## src/sv/matrix_slice_multiply_assert.svh

```systemverilog
// Assertion shorthands for matrix_slice_multiply; they expect clk and arst_n in scope.
`ifndef MATRIX_SLICE_MULTIPLY_ASSERT_SVH
`define MATRIX_SLICE_MULTIPLY_ASSERT_SVH

// Same-cycle implication.
`define MSM_ASSERT_IMPLIES(label, ante, cons, msg) \
	label: assert property (@(posedge clk) disable iff (!arst_n) (ante) |-> (cons)) \
		else $error(msg);

// Next-cycle implication.
`define MSM_ASSERT_NEXT(label, ante, cons, msg) \
	label: assert property (@(posedge clk) disable iff (!arst_n) (ante) |=> (cons)) \
		else $error(msg);

`endif

```

## src/sv/msm_pkg.sv

```systemverilog
`default_nettype none

package msm_pkg;

	localparam int CFG_W = 5;
	localparam int ROW_W = 4;
	localparam int COL_W = 4;
	localparam int VAL_W = 32;
	localparam int SUM_W = 64;
	localparam int CMD_W = 2;

	localparam int QUEUE_DEPTH = 2;
	localparam int QPTR_W      = $clog2(QUEUE_DEPTH);
	localparam int QCNT_W      = $clog2(QUEUE_DEPTH + 1);

	localparam logic [CMD_W-1:0] CMD_WRITE_A = 2'd0;
	localparam logic [CMD_W-1:0] CMD_WRITE_B = 2'd1;
	localparam logic [CMD_W-1:0] CMD_COMPUTE = 2'd2;

	localparam logic [0:0] REG_MATRIX_SIZE = 1'b0;
	localparam logic [0:0] REG_SLICE_ROWS  = 1'b1;

	localparam logic STATUS_OK    = 1'b0;
	localparam logic STATUS_RANGE = 1'b1;

	typedef struct packed {
		logic [CMD_W-1:0]        cmd;
		logic [ROW_W-1:0]        row_index;
		logic [COL_W-1:0]        col_index;
		logic signed [VAL_W-1:0] element_value;
	} msm_item_t;

	typedef struct packed {
		logic signed [SUM_W-1:0] product_sum;
		logic                    status;
	} msm_result_t;

	typedef struct packed {
		logic [0:0]       index;
		logic [CFG_W-1:0] value;
	} msm_cfg_t;

	typedef enum logic [1:0] {
		OP_WRITE_A,
		OP_WRITE_B,
		OP_COMPUTE,
		OP_RANGE_ERR
	} op_t;

	typedef struct packed {
		op_t              op;
		logic [ROW_W-1:0] row;
		logic [COL_W-1:0] col;
		logic [VAL_W-1:0] value;
	} msm_entry_t;

	// clamped register values
	typedef struct packed {
		logic [CFG_W-1:0] n;
		logic [CFG_W-1:0] rows;
	} msm_dims_t;

	typedef struct packed {
		logic empty;
		logic full;
	} msm_q_status_t;

	typedef enum logic [1:0] {
		BK_IDLE,
		BK_ISSUE,
		BK_FINISH
	} bk_state_t;

	function automatic logic signed [SUM_W-1:0] sat_add64(
		input logic signed [SUM_W-1:0] a,
		input logic signed [SUM_W-1:0] b
	);
		logic signed [SUM_W-1:0] s;
		s = a + b;
		if ((a[SUM_W-1] == b[SUM_W-1]) && (s[SUM_W-1] != a[SUM_W-1])) begin
			if (a[SUM_W-1])
				s = {1'b1, {(SUM_W-1){1'b0}}};
			else
				s = {1'b0, {(SUM_W-1){1'b1}}};
		end
		return s;
	endfunction

endpackage

`default_nettype wire

```

## src/sv/msm_queue.sv

```systemverilog
`default_nettype none

module msm_queue (
	input  wire logic                   clk,
	input  wire logic                   arst_n,
	input  wire logic                   push,
	input  wire msm_pkg::msm_entry_t    entry_in,
	input  wire logic                   pop,
	output msm_pkg::msm_entry_t         entry_out,
	output msm_pkg::msm_q_status_t      stat
);
	import msm_pkg::*;

	msm_entry_t        entries_q [QUEUE_DEPTH];
	logic [QPTR_W-1:0] wr_ptr_q;
	logic [QPTR_W-1:0] rd_ptr_q;
	logic [QCNT_W-1:0] cnt_q;

	function automatic logic [QPTR_W-1:0] ptr_next(input logic [QPTR_W-1:0] p);
		if (p == QPTR_W'(QUEUE_DEPTH - 1))
			return '0;
		return p + QPTR_W'(1);
	endfunction

	assign entry_out  = entries_q[rd_ptr_q];
	assign stat.empty = (cnt_q == '0);
	assign stat.full  = (cnt_q == QCNT_W'(QUEUE_DEPTH));

	always_ff @(posedge clk) begin
		if (push)
			entries_q[wr_ptr_q] <= entry_in;
	end

	always_ff @(posedge clk or negedge arst_n) begin
		if (!arst_n) begin
			wr_ptr_q <= '0;
			rd_ptr_q <= '0;
			cnt_q    <= '0;
		end else begin
			if (push)
				wr_ptr_q <= ptr_next(wr_ptr_q);
			if (pop)
				rd_ptr_q <= ptr_next(rd_ptr_q);
			if (push && !pop)
				cnt_q <= cnt_q + QCNT_W'(1);
			else if (pop && !push)
				cnt_q <= cnt_q - QCNT_W'(1);
		end
	end

endmodule

`default_nettype wire

```

## config.mk

```make
export PLATFORM = sky130hd
export DESIGN_NAME = msm_queue
export DESIGN_NICKNAME = d
export VERILOG_FILES = /design/src/sv/matrix_slice_multiply_assert.svh /design/src/sv/msm_pkg.sv /design/src/sv/msm_queue.sv
export SDC_FILE = /design/constraint.sdc
export NUM_CORES = 1
export LEC_CHECK = 0
export ABC_AREA = 1
export BUFFER_PORTS_ARGS = -buffer_cell sky130_fd_sc_hd__clkbuf_2
export CELL_PAD_IN_SITES_DETAIL_PLACEMENT = 2
export CELL_PAD_IN_SITES_GLOBAL_PLACEMENT = 2
export CORE_UTILIZATION = 40
export CTS_BUF_LIST = sky130_fd_sc_hd__clkbuf_8
export DETAILED_ROUTE_END_ITERATION = 8
export PLACE_DENSITY = 0.79
export REMOVE_ABC_BUFFERS = 1
export SYNTH_ARGS = -nofsm -noshare
export SYNTH_HDL_FRONTEND = slang
export SYNTH_SLANG_ARGS = --single-unit
```

## constraint.sdc

```tcl
create_clock -name clk -period 3.62 [get_ports clk]
set_clock_uncertainty 0.05 [all_clocks]
set_input_delay 0.543 -clock clk [delete_from_list [all_inputs] [get_ports clk]]
set_output_delay 0.543 -clock clk [all_outputs]
set_load 0.01 [all_outputs]
```

==> qor.csv <==
metric,value,unit
result of the run,"finished, final reports clean",
Top-Level Pins,90,
fraction of final layout cells sized beyond drive strength 1,0.5747,
launch point of the worst reg-to-reg path,wr_ptr_q,
final setup TNS,0,ns
sort of element at the end of the critical path,output port,
Pwr per Cell Area,749.6,nW/um2
LEAKAGE,1.725,nW
top cell type by total area after synthesis,edfxtp_1,
CTS tree,yes,
vias in the first global route,1887,
crit-path max cell delay,0.77,ns
source-to-sink clock delay at the later pin of the worst-skew pair,0.34,ns
initial antenna violation count,0,
remaining antenna violation count,0,
pin count of the biggest net entering global routing,29,
Tightest Pin Transition,0.6453,ns
clock edge transition at the registers on the reported setup and hold paths,0.08,ns
unique cell type count in the Yosys netlist,14,
x dimension of the die,94.73,um
total routed wirelength,6.585,mm
Levels on crit path,3,
endpoint arrival time on the critical path,1.99,ns
"Slew Viols, Final",0,
chain of cells forming the critical path,buf_4 > mux2_4 > clkbuf_2,
gate count of the mapped netlist,156,
detailed router's first-iteration violation count,38,
count of endpoints failing setup in the final report,0,
Core Region,8258,um2
most numerous cell in the Yosys netlist,edfxtp_1,
number of sinks driven by the clock tree,88,
largest cells by area after synthesis,"edfxtp_1 73%, mux2_4 17%, dfrtp_1 2.9%",
clock root buffer,clkbuf_8,
Post-route DRC,0,
final hold violations,0,
setup repair after global routing missed its margin,false,
# diodes,0,
"Buf+Inv Stages, Crit Path",2,
count of warnings emitted by yosys,0,
cell row count,33,
vertical extent of the die,94.73,um
vias per cell,4.732,
PortBufs,89,
critical path's top delay family,flip-flops,
final cycle utilization of the critical path,0.7145,
number of flops mapped to enable cells by yosys,84,
buffers inserted by post-CTS timing repair,0,
Max IR drop VDD,368.9,uV
worst r2r dst,entries_q[1][24],
clock buffers created by TritonCTS,9,
GRT Total Usage,0.1551,
Hold/Removal Path Class,input pin to register,
count of vias placed by the detailed router,1732,
max-capacitance violation count,0,
area enclosed by the die boundary,8974,um2
top flip-flop cell by instance count after synthesis,edfxtp_1,
part of the Yosys area used for sequential elements,0.7625,
Critical Path Slowest Stage Cell,dfrtp_2,
Reg2Reg Setup Slack,1.79,ns
type of origin of the critical path,register,
per-cell routed wire length,17.99,um
count of TritonRoute iterations in the first routing pass,4,
mean area per synthesized cell,22.05,um2
number of nets in the final layout,303,
final weighted congestion in routability-driven placement,0.6222,
proportion of synthesized flip-flops having asynchronous set or reset,0.04545,
number of buffers between clock root and the deepest sink,2,
"top cells by count, synth","84 x edfxtp_1, 39 x mux2_4, 7 x inv_1",
Congestion Overflow GR,0,
worst setup path startpoint,rd_ptr_q,
flop and latch count out of synthesis,88,
highest achievable clock rate,386.6,MHz
Crit Path Max Fanout,20,
CP required,3.03,ns
area delta synth->final,20.95,%
Initial Util,0.4165,
utilization after layout,0.5038,
cells on worst reg2reg path,3,
category of the most critical setup path,register to output port,
first-pass GRT wire length,9.839,mm
htree depth,3,
final critical path time including I/O delays and setup,2.587,ns
netlist area before placement,3440,um2
HPWL after DPL,4.769,mm
Worst slew margin,0.5688,
share of Yosys cell area claimed by the top area cell type,0.7334,
Critical Path End,entry_out[36],
[state kept, by name (all words and copies together) (netlist names)]
signal,cells
rd_ptr_q,1
entries_q,84
wr_ptr_q,1
cnt_q,2
[layer usage]
metal	global-route usage	routed length, um	up-vias
met2	0.2578	3212	66
met5	0	0	-
met4	0.07197	103	0
li1	-	-	795
met1	0.1831	2791	861
met3	0.04911	477	10
[metrics by stage]
stage / std cells / worst slack [ns] / total power, mW / cell area (um2) / hold slack [ns]
finish: 366 / 1.033 / 3.119 / 4160 / 0.3302
global route: 366 / 0.9436 / 3.282 / 4160 / 0.3075
CTS: 366 / 0.9689 / 3.180 / 4160 / 0.3129
floorplan: 151 / 0.7783 / 2.157 / 3348 / 0.1974
detailed placement: 349 / 1.359 / 2.525 / 3964 / 0.3148
global placement: 349 / 1.389 / 2.477 / 3964 / 0.3124
[worst reg2reg max path: cells and delay by family (launching register included)]
family,cells,cell delay [ns]
buf+inv,2,0.93
flops,1,0.44
simple gates,1,0.11
[where the power goes]
| part | leakage, nW | internal, mW | total [mW] | switching [mW] |
|---|---|---|---|---|
| sequential | 0.834 | 1.35 | 1.48 | 0.127 |
| combinational | 0.799 | 0.520 | 0.989 | 0.469 |
| clock | 0.0917 | 0.312 | 0.649 | 0.337 |
[worst min path at each step]
stage	startpoint	end	slack (ns)	depth (start not counted)
floorplan	arst_n	cnt_q[0]	0.20	0
global placement	arst_n	cnt_q[1]	0.31	1
detailed placement	arst_n	cnt_q[1]	0.31	1
CTS	entry_in[7]	entries_q[0][7]	0.31	1
global route	entry_in[25]	entries_q[0][25]	0.31	1
finish	entry_in[25]	entries_q[0][25]	0.33	1
[cell type report]
class | count | area (um2)
clock buffers | 9 | 123.9
clock inverters | 7 | 62.56
fillers | 766 | 4098
inverters | 7 | 26.28
multi-input cells | 56 | 706.9
flip-flops and latches | 88 | 2624
well taps | 105 | 131.4
repair buffers | 94 | 485.5
[cells by family (layout without fill, tap and decap cells)]
group | Yosys count | count (layout) | synth area share
xor+xnor | 3 | 3 | 0.007641
mux | 42 | 42 | 0.1801
buf+inv | 12 | 117 | 0.03420
fa+ha+maj | 1 | 1 | 0.003637
flops | 88 | 88 | 0.7625
simple gates | 10 | 10 | 0.01200
[repair_timing]
action                    in CTS  in global routing
hold endpoints to repair       4                  0
hold buffers                   1                  0
gates resized for setup        0                  0
[layout by cell type (no fill, tap or decap)]
| master | Yosys | layout |
|---|---|---|
| mux2_2 | 3 | 3 |
| dfrtp_1 | 4 | 3 |
| xnor2_1 | 1 | 1 |
| clkinvlp_4 | 0 | 1 |
| nand4_1 | 1 | 1 |
| nor2_4 | 0 | 1 |
| clkbuf_8 | 0 | 9 |
| edfxtp_1 | 84 | 84 |
| inv_1 | 7 | 6 |
| clkbuf_2 | 0 | 89 |
| nor2_1 | 3 | 2 |
| nand3_1 | 1 | 1 |
| mux2_4 | 39 | 39 |
| bufinv_16 | 0 | 1 |
| dlygate4sd3_1 | 0 | 1 |
| nand2_1 | 5 | 5 |
| buf_4 | 0 | 4 |
| clkinv_1 | 0 | 4 |
| xor2_1 | 2 | 2 |
| clkinv_2 | 0 | 1 |
| ha_1 | 1 | 1 |
| clkinv_4 | 0 | 1 |
| dfrtp_2 | 0 | 1 |
Power figures use the tool's default switching activity.
